File: config.mk
export PLATFORM = sky130hd
export DESIGN_NAME = glob_wildcard_matcher
export DESIGN_NICKNAME = d
export VERILOG_FILES = /design/src/rtl/gwm_pkg.sv /design/src/rtl/gwm_walk.sv /design/src/rtl/glob_wildcard_matcher.sv
export SDC_FILE = /design/constraint.sdc
export NUM_CORES = 1
export LEC_CHECK = 0
export BUFFER_PORTS_ARGS = -buffer_cell sky130_fd_sc_hd__buf_2
export CORE_UTILIZATION = 40
export CTS_BUF_LIST = sky130_fd_sc_hd__clkbuf_2
export CTS_CLUSTER_SIZE = 24
export DETAILED_ROUTE_END_ITERATION = 6
export PLACE_DENSITY_LB_ADDON = 0.25
export SLEW_MARGIN = 25
export SYNTH_ARGS = -nofsm -noshare
export SYNTH_HDL_FRONTEND = slang
export SYNTH_SLANG_ARGS = --single-unit
File: constraint.sdc
create_clock -name clk -period 4.15 [get_ports clk]
set_input_delay 0 -clock clk [delete_from_list [all_inputs] [get_ports clk]]
set_output_delay 0 -clock clk [all_outputs]
set_load 0.01 [all_outputs]
File: src/rtl/gwm_pkg.sv
// Shared types and constants for the glob wildcard matcher.
package gwm_pkg;

  typedef enum logic [1:0] {
    ST_IDLE,
    ST_WALK,
    ST_FLUSH
  } gwm_state_t;

  typedef enum logic [1:0] {
    CMD_CLEAR   = 2'd0,
    CMD_APPEND  = 2'd1,
    CMD_SUBJECT = 2'd2,
    CMD_END     = 2'd3
  } gwm_cmd_t;

  localparam logic [7:0] CH_STAR  = 8'h2A;
  localparam logic [7:0] CH_ANY   = 8'h3F;
  localparam logic [7:0] CH_OPEN  = 8'h5B;
  localparam logic [7:0] CH_BANG  = 8'h21;
  localparam logic [7:0] CH_CARET = 8'h5E;
  localparam logic [7:0] CH_CLOSE = 8'h5D;
  localparam logic [7:0] CH_DASH  = 8'h2D;

  // Control from the sequencer to the position walker.
  typedef struct packed {
    logic start;       // begin a walk, clears the new set (seeds position 0 on a restart)
    logic advance;     // walk consumes a subject byte (else restart only)
    logic byte_valid;  // pattern byte on pbyte is valid
    logic flush;       // end of pattern, close an open class
  } walk_ctl_t;

endpackage

File: src/rtl/gwm_walk.sv
// Position walker: parses pattern bytes in order and builds the next active set.
module gwm_walk
  import gwm_pkg::*;
#(
  parameter int PATTERN_MAX = 32
) (
  input  logic                                 clk,
  input  logic                                 rst,
  input  walk_ctl_t                            ctl,
  input  logic [7:0]                           pbyte,
  input  logic [$clog2(PATTERN_MAX+1)-1:0]     q,
  input  logic [$clog2(PATTERN_MAX+1)-1:0]     len,
  input  logic [7:0]                           sym,
  input  logic [PATTERN_MAX:0]                 active,
  output logic [PATTERN_MAX:0]                 fresh_next
);

  localparam int PW = $clog2(PATTERN_MAX + 1);

  logic              mode_adv;
  logic              in_class, in_class_next;
  logic              neg_ok, neg_ok_next;
  logic              negate, negate_next;
  logic              hit, hit_next;
  logic              have_last, have_last_next;
  logic              dash_pend, dash_pend_next;
  logic [7:0]        last, last_next;
  logic [PW-1:0]     elem_p, elem_p_next;
  logic [PATTERN_MAX:0] fresh;

  logic              fin;
  logic              fin_star;
  logic              fin_ok;
  logic [PW-1:0]     fin_p;
  logic [PW-1:0]     fin_nx;

  // Element parser: one pattern byte a cycle.
  always_comb begin
    in_class_next  = in_class;
    neg_ok_next    = neg_ok;
    negate_next    = negate;
    hit_next       = hit;
    have_last_next = have_last;
    dash_pend_next = dash_pend;
    last_next      = last;
    elem_p_next    = elem_p;
    fin            = 1'b0;
    fin_star       = 1'b0;
    fin_ok         = 1'b0;
    fin_p          = elem_p;
    fin_nx         = q + PW'(1);
    if (ctl.start) begin
      in_class_next = 1'b0;
    end else if (ctl.byte_valid) begin
      if (!in_class) begin
        if (pbyte == CH_OPEN) begin
          in_class_next  = 1'b1;
          neg_ok_next    = 1'b1;
          negate_next    = 1'b0;
          hit_next       = 1'b0;
          have_last_next = 1'b0;
          dash_pend_next = 1'b0;
          elem_p_next    = q;
        end else begin
          fin      = 1'b1;
          fin_p    = q;
          fin_star = (pbyte == CH_STAR);
          fin_ok   = (pbyte == CH_STAR) || (pbyte == CH_ANY) || (pbyte == sym);
        end
      end else begin
        neg_ok_next = 1'b0;
        if (neg_ok && (pbyte == CH_BANG || pbyte == CH_CARET)) begin
          negate_next = 1'b1;
        end else if (dash_pend) begin
          // dash held back until we see whether a range end follows
          if (pbyte == CH_CLOSE) begin
            fin           = 1'b1;
            fin_ok        = negate ^ (hit | (sym == CH_DASH));
            in_class_next = 1'b0;
          end else begin
            hit_next       = hit | ((sym >= last) && (sym <= pbyte));
            have_last_next = 1'b0;
            dash_pend_next = 1'b0;
          end
        end else if (pbyte == CH_CLOSE) begin
          fin           = 1'b1;
          fin_ok        = negate ^ hit;
          in_class_next = 1'b0;
        end else if (pbyte == CH_DASH && have_last) begin
          dash_pend_next = 1'b1;
        end else begin
          last_next      = pbyte;
          have_last_next = 1'b1;
          hit_next       = hit | (sym == pbyte);
        end
      end
    end else if (ctl.flush && in_class) begin
      // unclosed class runs to the end of the pattern
      fin           = 1'b1;
      fin_nx        = len;
      fin_ok        = negate ^ (hit | (dash_pend && sym == CH_DASH));
      in_class_next = 1'b0;
    end
  end

  // New set update with star closure folded in; targets lie at or ahead of the element.
  always_comb begin
    fresh_next = fresh;
    if (fin) begin
      if (fin_star) begin
        if (mode_adv && active[fin_p]) fresh_next[fin_p] = 1'b1;
        if (fresh_next[fin_p]) fresh_next[fin_nx] = 1'b1;
      end else if (mode_adv && active[fin_p] && fin_ok) begin
        fresh_next[fin_nx] = 1'b1;
      end
    end
  end

  always_ff @(posedge clk) begin
    if (rst) begin
      in_class <= 1'b0;
      mode_adv <= 1'b0;
      fresh    <= '0;
    end else begin
      in_class <= in_class_next;
      if (ctl.start) begin
        mode_adv <= ctl.advance;
        fresh    <= ctl.advance ? '0 : (PATTERN_MAX+1)'(1);
      end else begin
        fresh <= fresh_next;
      end
    end
  end

  always_ff @(posedge clk) begin
    neg_ok    <= neg_ok_next;
    negate    <= negate_next;
    hit       <= hit_next;
    have_last <= have_last_next;
    dash_pend <= dash_pend_next;
    last      <= last_next;
    elem_p    <= elem_p_next;
  end

endmodule

File: src/rtl/glob_wildcard_matcher.sv
// Glob wildcard matcher top level: pattern store, walk sequencer and result register.
//
// Every input word (clear, append, subject byte, end of subject) starts one walk
// over the stored pattern: the pattern memory is read one byte a cycle and each
// element updates the set of active positions; the walk covers the pattern that
// the word leaves behind, and s_tready is low throughout. The end-of-subject result
// sits in an output register; input stays closed while a result waits and opens in
// the cycle it is taken.
module glob_wildcard_matcher
  import gwm_pkg::*;
#(
  parameter int PATTERN_MAX = 32
) (
  input  logic       clk,
  input  logic       rst,
  input  logic       s_tvalid,
  output logic       s_tready,
  input  logic [7:0] s_tdata,   // [7:0] symbol
  input  logic [1:0] s_tuser,   // [1:0] command
  output logic       m_tvalid,
  input  logic       m_tready,
  output logic [7:0] m_tdata    // [0] matched, [1] pattern_overflow, [7:2] zero
);

  localparam int PW = $clog2(PATTERN_MAX + 1);
  localparam int AW = $clog2(PATTERN_MAX);

  gwm_state_t state, state_next;

  logic [7:0]           pattern_mem [PATTERN_MAX];
  logic [7:0]           rdata;
  logic [PW-1:0]        len;
  logic                 ovf;
  logic [PATTERN_MAX:0] active;
  logic [PATTERN_MAX:0] fresh_next;
  logic [7:0]           sym;
  logic [PW-1:0]        rd_idx;
  logic [PW-1:0]        q;
  logic                 dv;
  logic                 rd_en;
  logic                 accept;
  logic                 out_matched;
  logic                 out_ovf;
  gwm_cmd_t             cmd;
  walk_ctl_t            ctl;

  assign cmd    = gwm_cmd_t'(s_tuser);
  assign accept = s_tvalid && s_tready;

  always_comb begin
    state_next = state;
    unique case (state)
      ST_IDLE:  if (accept) state_next = ST_WALK;
      ST_WALK:  if (!dv && rd_idx >= len) state_next = ST_FLUSH;
      ST_FLUSH: state_next = ST_IDLE;
      default:  state_next = ST_IDLE;
    endcase
  end

  always_comb begin
    s_tready       = (state == ST_IDLE) && (!m_tvalid || m_tready);
    rd_en          = (state == ST_WALK) && (rd_idx < len);
    ctl.start      = accept;
    ctl.advance    = (cmd == CMD_SUBJECT);
    ctl.byte_valid = (state == ST_WALK) && dv;
    ctl.flush      = (state == ST_FLUSH);
  end

  always_ff @(posedge clk) begin
    if (rst) begin
      state    <= ST_IDLE;
      len      <= '0;
      ovf      <= 1'b0;
      active   <= (PATTERN_MAX+1)'(1);
      rd_idx   <= '0;
      dv       <= 1'b0;
      m_tvalid <= 1'b0;
    end else begin
      state <= state_next;
      dv    <= rd_en;
      if (rd_en) rd_idx <= rd_idx + PW'(1);
      if (m_tvalid && m_tready && !(accept && cmd == CMD_END)) m_tvalid <= 1'b0;
      if (accept) begin
        rd_idx <= '0;
        unique case (cmd)
          CMD_CLEAR: begin
            len <= '0;
            ovf <= 1'b0;
          end
          CMD_APPEND: begin
            if (len < PW'(PATTERN_MAX)) len <= len + PW'(1);
            else ovf <= 1'b1;
          end
          CMD_SUBJECT: ;
          CMD_END:     m_tvalid <= 1'b1;
          default: ;
        endcase
      end
      if (state == ST_FLUSH) active <= fresh_next;
    end
  end

  // pattern store and its registered read port
  always_ff @(posedge clk) begin
    if (accept && cmd == CMD_APPEND && len < PW'(PATTERN_MAX)) begin
      pattern_mem[len[AW-1:0]] <= s_tdata;
    end
    if (rd_en) rdata <= pattern_mem[rd_idx[AW-1:0]];
  end

  always_ff @(posedge clk) begin
    q <= rd_idx;
    if (accept && cmd == CMD_SUBJECT) sym <= s_tdata;
    if (accept && cmd == CMD_END) begin
      out_matched <= active[len];
      out_ovf     <= ovf;
    end
  end

  assign m_tdata = {6'b0, out_ovf, out_matched};

  gwm_walk #(
    .PATTERN_MAX(PATTERN_MAX)
  ) u_walk (
    .clk        (clk),
    .rst        (rst),
    .ctl        (ctl),
    .pbyte      (rdata),
    .q          (q),
    .len        (len),
    .sym        (sym),
    .active     (active),
    .fresh_next (fresh_next)
  );

endmodule

## After elaboration in Yosys (flattened, before gate mapping)

Memories as Yosys holds them, arrays and structs flattened. A register that Yosys moved wholly into a read port is not among the register bits.
Index checks and enable logic that the tools add are counted.

- Reduce and logical (&&, ||, !) cells: 42
- Bitwise logic cells: 16
- Mux-type cells: 85
- Add/sub/neg operators: 3
- Equal/unequal tests: 23
- Order comparisons: 10
- Shift-type cells: 0
- Multipliers: 0
- Div/mod/pow operators: 0

Operator list:

| operator | count |
|---|---|
| 33-bit 2-to-1 mux | 8 |
| 33-bit OR | 3 |
| 1-bit 2-to-1 mux | 59 |
| 6-bit 2-to-1 mux | 8 |
| 8-bit by 6-bit == test with 1-bit output (second input constant) | 5 |
| 8-bit by 7-bit == test with 1-bit output (second input constant) | 3 |
| 6-bit by 7-bit < comparator with 1-bit output (second input constant) | 3 |
| 1-bit logical AND | 20 |
| 6-bit by 1-bit adder with 6-bit output (second input constant) | 3 |
| 1-bit binary-select mux with 6-bit select | 3 |
| 8-bit == test | 2 |
| 2-bit inequality test (second input constant) | 7 |
| 1-bit demux with 6-bit select | 2 |
| 6-bit by 1-bit >= comparator with 1-bit output (second input constant) | 2 |
| 6-bit one-hot mux with 2 select lines | 1 |
| 4-bit AND reduction | 3 |
| 3-bit AND reduction | 3 |
| 8-bit >= comparator | 1 |
| 8-bit <= comparator | 1 |
| 7-bit AND reduction | 1 |
| 2-bit == test (second input constant) | 3 |
| 6-bit >= comparator | 1 |
| 6-bit < comparator | 1 |
| 6-bit < comparator (second input constant) | 1 |
| other kinds (15) | 35 |

- Bits in registers: 120
- Memories: 1
- Output and inout bits: 10
- Latch bits: 0
- ROM bits: 0
- Logic and storage cells: 201
- Input bits: 14
- Memory bits (writable): 256

Memories:

| memory | words | width | read ports | clocked after Yosys merged registers in | wr ports | RTL line | text |
|---|---|---|---|---|---|---|---|
| pattern_mem | 32 | 8 | 1 | 1 | 1 | glob_wildcard_matcher.sv:30 | `logic [7:0] pattern_mem [PATTERN_MAX];` |

## Depth between registers and ports, before layout

- Depth after elaboration: 19
- Mapped depth: 16
- Mapped depth without buffers: 12

## Cells and area by module

A second synthesis with hierarchy kept.

- Cell total of the unflattened synthesis: 1,358
- Area total of the unflattened synthesis: 17,873.4 sq um

By module, submodules not included:

| module | cells each | sequential area each (sq um) | area each (sq um) | times used |
|---|---|---|---|---|
| glob_wildcard_matcher | 755 | 9,349.0 | 13,067.5 | 1 |
| gwm_walk | 603 | 1,271.2 | 4,805.9 | 1 |

## Worst setup path before layout

No wires, ideal clock.

- Path kind: reg-to-reg
- Start: reg rd_idx[0]
- End: reg rd_idx[5]
- Setup slack: 39 ps
- Clock period less this slack: 4,111 ps
- Data required time: 4,080 ps
- Setup time: 70 ps
- Path buffers: 3
- Arrival: 4,040 ps
- Stages on the path, launching flop included: 13
- Cells stage by stage: dfxtp_1 -> clkbuf_1 -> buf_1 -> buf_1 -> inv_1 -> ha_1 -> inv_1 -> a21oi_1 -> nor2_1 -> a2111oi_1 -> nand4_1 -> or3_1 -> a21oi_1

- Cells in the longest elaborated chain, start to end: 2
- Elaborated cells on any way between the ends: 3
- Classes of those cells: 1 x add/sub; 1 x order compare; 1 x reduce/logical

RTL lines:

| item | RTL line | text |
|---|---|---|
| from (decl) | glob_wildcard_matcher.sv:37 | `logic [PW-1:0] rd_idx;` |
| from (signal assigned) | glob_wildcard_matcher.sv:81 | `if (rd_en) rd_idx <= rd_idx + PW'(1);` |
| 6-bit < comparator | glob_wildcard_matcher.sv:62 | `rd_en = (state == ST_WALK) && (rd_idx < len);` |
| 1-bit logical AND | glob_wildcard_matcher.sv:62 |  |
| net rd_en | glob_wildcard_matcher.sv:40 | `logic rd_en;` |

The timed path passes the listed nets, and every way through them passes these cells.
A chain may end at the register's enable or synchronous reset.

## Final worst setup path

- Start: reg rdata[2], read port of pattern_mem
- End: reg u_walk.fresh[30]

- Cells in the longest elaborated chain, start to end: 19
- Elaborated cells on any way between the ends: 54
- Classes of those cells: 2 x order compare; 7 x eq/ne; 36 x mux; 2 x bitwise; 7 x reduce/logical

RTL lines:

| item | RTL line | text |
|---|---|---|
| from (decl) | glob_wildcard_matcher.sv:31 | `logic [7:0] rdata;` |
| 8-bit by 7-bit == test with 1-bit output | gwm_walk.sv:56 | `if (pbyte == CH_OPEN) begin` |
| 6-bit 2-to-1 mux | gwm_walk.sv:56 |  |
| 6-bit 2-to-1 mux | gwm_walk.sv:55 | `if (!in_class) begin` |
| 6-bit 2-to-1 mux | gwm_walk.sv:54 | `end else if (ctl.byte_valid) begin` |
| 6-bit 2-to-1 mux | gwm_walk.sv:52 | `if (ctl.start) begin` |
| 6-bit by 7-bit < comparator with 1-bit output (not written as such) / 6-bit by 1-bit >= comparator with 1-bit output (equally long branches) | gwm_walk.sv:111 | `if (mode_adv && active[fin_p]) fresh_next[fin_p] = 1'b1;` |
| 1-bit logical AND (not written as such) | gwm_walk.sv:111 |  |
| 1-bit 2-to-1 mux (not written as such) | gwm_walk.sv:111 |  |
| (+3 left out) | n/a |  |
| 33-bit 2-to-1 mux | gwm_walk.sv:110 | `if (fin_star) begin` |
| 33-bit 2-to-1 mux | gwm_walk.sv:109 | `if (fin) begin` |
| 1-bit binary-select mux with 6-bit select | gwm_walk.sv:112 | `if (fresh_next[fin_p]) fresh_next[fin_nx] = 1'b1;` |
| 1-bit 2-to-1 mux (not written as such) | gwm_walk.sv:112 |  |
| 33-bit 2-to-1 mux | gwm_walk.sv:112 |  |
| 33-bit 2-to-1 mux | gwm_walk.sv:110 |  |
| 33-bit 2-to-1 mux (*) | gwm_walk.sv:109 |  |
| 33-bit 2-to-1 mux (*) | gwm_walk.sv:126 | `if (ctl.start) begin` |
| to (signal assigned) | gwm_walk.sv:128 | `fresh <= ctl.advance ? '0 : (PATTERN_MAX+1)'(1);` |
| to (signal assigned) | gwm_walk.sv:130 | `fresh <= fresh_next;` |
| to (decl) | gwm_walk.sv:29 | `logic [PATTERN_MAX:0] fresh;` |

Every way passes the cells marked *; elsewhere a longest branch is shown, timed or not. The select of a mux whose other input is x is not followed.

==> results.md <==
- Run status: finished, final reports clean
- Total Nets Final: 1460
- Share of the core filled with cells: 45.6%
- Clock Tree Buf Depth: 3
- Cell family with the largest share of critical-path delay: compound AO/OA/AOI/OAI gates
- Starting Density: between 40% and 50%
- Antenna violations before repair: 3
- Post-synthesis xor/xnor area fraction: less than 1%
- Fraction of synthesized area in multiplexers: roughly 15%
- Register-to-Register Path Depth: 11
- Layout Area Growth over Synthesis: 11.6%
- Ys async rst share: 0%
- Vertical die dimension: between 200 and 250 um
- Dominant combinational cell family by area after synthesis: multiplexers
- Start point of the worst hold path: rst
- Inserted Clock Buffers: 99
- Final weighted congestion in routability-driven placement: 0.983
- Average cell area after synthesis: 13.6 um^2
- Pwr/cell area: approximately 350 nW/um^2
- Maximum number of pins on one net before global-route repair: 47
- Cell count after synthesis: 1303
- Maximum clock frequency: approximately 0.26 GHz
- Clk slew on worst S/H paths: 0.11 ns
- Number of vias after detailed routing: 11855
- Setup crit start kind: flip-flop
- Drt wl/cell: 23.5 um
- Overall routing resource usage: a little over a fifth
- Switching share of total power: 25.4%
- Proportion of power drawn by the clock network: 35.4%
- 1st-pass router iterations: 5
- Crit path to: u_walk.fresh[30]$_SDFF_PP0_
- Critical path's slowest cell: sky130_fd_sc_hd__edfxtp_1
- Flop and latch count out of synthesis: 384
- Leakage component of the power: 6.62 nW
- RSZ-0062 raised after global routing: false
- CP Depth: 11
- List of cells traversed by the critical path: and4b_1 -> a21o_2 -> buf_12 -> mux2_2 -> o22ai_1 -> a32oi_1 -> o2111a_1 -> a41oi_4 -> nor2_1 -> a2111oi_0 -> nor3_1
- Number of global-route vias before repair: 11741
- Minimum period implied by the final worst setup slack: ~3.9 ns
- Remaining number of nets flagged by the antenna check after routing: 0
- Share of synthesized cell area in and, or, nand and nor gates: 9.95%
- Maximum single-stage delay on the critical path: 0.50 ns
- Number of synthesized flops with an enable pin: 293
- Setup-violating endpoint count in the final report: 0
- Clk root buf: sky130_fd_sc_hd__clkbuf_2
- Synth warnings: 0
- Post-synthesis instance area: 17700 um^2
- Total Negative Setup Slacks: 0 ns
- Post-Synth Adder-Cell Area: 1.98%
- Routed wire length: 48.5 mm
- Total overflow reported by the global router: 0
- Reg2Reg Launch Point: rdata[2]$_DFFE_PP_
- CTS Sinks: roughly 380
- Count of H-tree levels built during CTS: 3
- Type of the worst min-delay path: in2reg
- Max Transition Viols Final: 0
- DR DRC count: 0
- Primary flip-flop cell chosen by synthesis mapping: sky130_fd_sc_hd__edfxtp_1
- WS Path Type: reg2reg
- Final count of hold timing violations: 0
- Number of rows in the core area: 76
- Post-CTS setup repair buffer count: 0
- Register area share after synthesis: approximately 60%
- Kind of end point of the critical path: flip-flop
- Fraction of final layout cells with drive strength greater than 1: 23.5%
- Clock tree from TritonCTS: built
- Count of input and output buffers: 17
- Die width: between 200 and 250 um
- Clock skew: 0.117 ns
- Endpoint of the worst-slack reg-to-reg timing path: u_walk.fresh[30]$_SDFF_PP0_
- Fraction of power consumed by combinational cells: a little under 4%
- Part of the power in registers: 60.8%
- Drt first-iter violations: around 1300
- Max-cap violations: 0
- Share of the clock period used by the worst path: 94.2%
- Commonest non-fill, non-tap cell in the layout: sky130_fd_sc_hd__edfxtp_1
- Worst path bufs/invs: 1
- HPWL after DPL: 31.1 mm
- Number of fill cells in the layout: 3918
- Worst slew margin: 30.6%
- Critical path startpoint: rdata[2]$_DFFE_PP_
- Number of placed instances with taps included: approximately 1900
- Setup slack of the most critical reg-to-reg path: 0.24 ns
- Die area: about 45000 um^2
- Worst hold slack across all endpoints: 0.212 ns
- Top library cells by usage in the layout, fill and taps aside: sky130_fd_sc_hd__edfxtp_1, sky130_fd_sc_hd__nor2_1, sky130_fd_sc_hd__clkbuf_2, sky130_fd_sc_hd__mux4_2, sky130_fd_sc_hd__dfxtp_1
- Required time at the endpoint of the critical path: 5.00 ns
- Routed vias/inst: about 5.7
- Internal power: 0.00513 W
- Global-route wire length before repair: ~72 mm
- P_sw: around 0.0017 W
- Signal arrival time at the worst endpoint: ~4.8 ns
- Placeable Area: roughly 43000 um^2
- Compound-cell area share of the yosys netlist: roughly a tenth
- Count of placed standard cells in the final layout, fillers left out: 2067
- Worst supply voltage drop on vdd: 0.000180 V
- Worst Tran Pin Value: approximately 1.0 ns
- Worst-skew pair later-pin latency: 1.09 ns
- Crit-path max FO: 21
- Yosys cell types: 74
- # IOs: 24
worst reg2reg max path: stages, from the launching register on:
cell and delay [ns]:
sky130_fd_sc_hd__edfxtp_1 0.50, sky130_fd_sc_hd__and4b_1 0.38, sky130_fd_sc_hd__a21o_2 0.36, sky130_fd_sc_hd__buf_12 0.22
sky130_fd_sc_hd__mux2_2 0.43, sky130_fd_sc_hd__o22ai_1 0.30, sky130_fd_sc_hd__a32oi_1 0.18, sky130_fd_sc_hd__o2111a_1 0.19
sky130_fd_sc_hd__a41oi_4 0.38, sky130_fd_sc_hd__nor2_1 0.22, sky130_fd_sc_hd__a2111oi_0 0.47, sky130_fd_sc_hd__nor3_1 0.08
per-layer routing:
metal | track usage, % | wire (um)
met1 | 31.1 | 21400
met2 | 32.0 | 21500
met3 | 5.39 | 4260
met4 | 9.50 | 1370
met5 | 0 | 0
cells by family (layout without fill, tap and decap cells):
| family | Yosys count | after routing |
|---|---|---|
| xor gates and xnor gates | 12 | 12 |
| buffers and inverters | 137 | 309 |
| AOI/OAI and AO/OA | 235 | 235 |
| and+or+nand+nor | 362 | 362 |
| muxes | 144 | 144 |
| other | 1 | 8 |
| adders and majority gates | 28 | 28 |
| DFF | 384 | 384 |
power groups by stage:
stage                     Combinational (W)  Clock (W)  Sequential [W]
after floorplan                    0.000132          0         0.00425
after global placement             0.000220          0         0.00426
after detailed placement           0.000225          0         0.00426
after CTS                          0.000264    0.00251         0.00417
after global routing               0.000287    0.00270         0.00418
final                              0.000266    0.00243         0.00417
worst min-delay path by stage:
stage                             endpoint  cells past startpoint
5_1_grt        u_walk.fresh[32]$_SDFF_PP0_                      4
4_1_cts                len[2]$_SDFFE_PP0P_                      5
6_report       u_walk.fresh[24]$_SDFF_PP0_                      4
3_3_place_gp           m_tvalid$_SDFF_PP0_                      4
2_1_floorplan  pattern_mem[0][0]$_DFFE_PP_                      0
3_5_place_dp           m_tvalid$_SDFF_PP0_                      4
stage by stage:
step           worst slack [ns]  total power, W  area, um^2
2_1_floorplan            0.0393         0.00438       17700
3_3_place_gp              0.149         0.00448       18500
6_report                  0.242         0.00687       19800
3_5_place_dp              0.143         0.00449       18500
4_1_cts                  0.0375         0.00694       19800
5_1_grt                 0.00528         0.00717       19800
Yosys cell counts (all sizes together) (15+ instances only):
cell type | number | area, um^2
nand3 | 17 | 85.1
a21oi | 34 | 178
clkbuf | 59 | 221
dfxtp | 91 | 1820
nor3 | 60 | 310
nand2 | 51 | 191
mux4 | 94 | 2120
nor2 | 147 | 552
mux2 | 22 | 248
o22ai | 15 | 93.8
buf | 31 | 176
ha | 28 | 350
o21ai | 38 | 190
mux2i | 28 | 288
o21a | 15 | 113
edfxtp | 293 | 8800
inv | 46 | 173
a211oi | 44 | 330
what timing repair did:
item	CTS	global route
hold buffers	39	1
gates resized for setup	0	5
hold endpoints to repair	359	6
endpoints found under the setup margin	0	48
final cells by class:
class / instances / area (um^2) / share of cell area, %
diodes: 2 / 5.00 / 0.0253
clock buffers: 132 / 661 / 3.34
clock inverters: 31 / 153 / 0.771
inverters: 47 / 176 / 0.891
multi-input cells: 787 / 6600 / 33.3
flip-flops and latches: 384 / 10600 / 53.7
well taps: 585 / 732 / 3.70
repair buffers: 99 / 846 / 4.27
flip-flops by register name, indices dropped and copies added (netlist names), 8 cells and up:
signal	count
u_walk.last	8
sym	8
u_walk.fresh	33
active	33
rdata	8
pattern_mem	256
No activity file was read; power rests on OpenSTA's default activity.
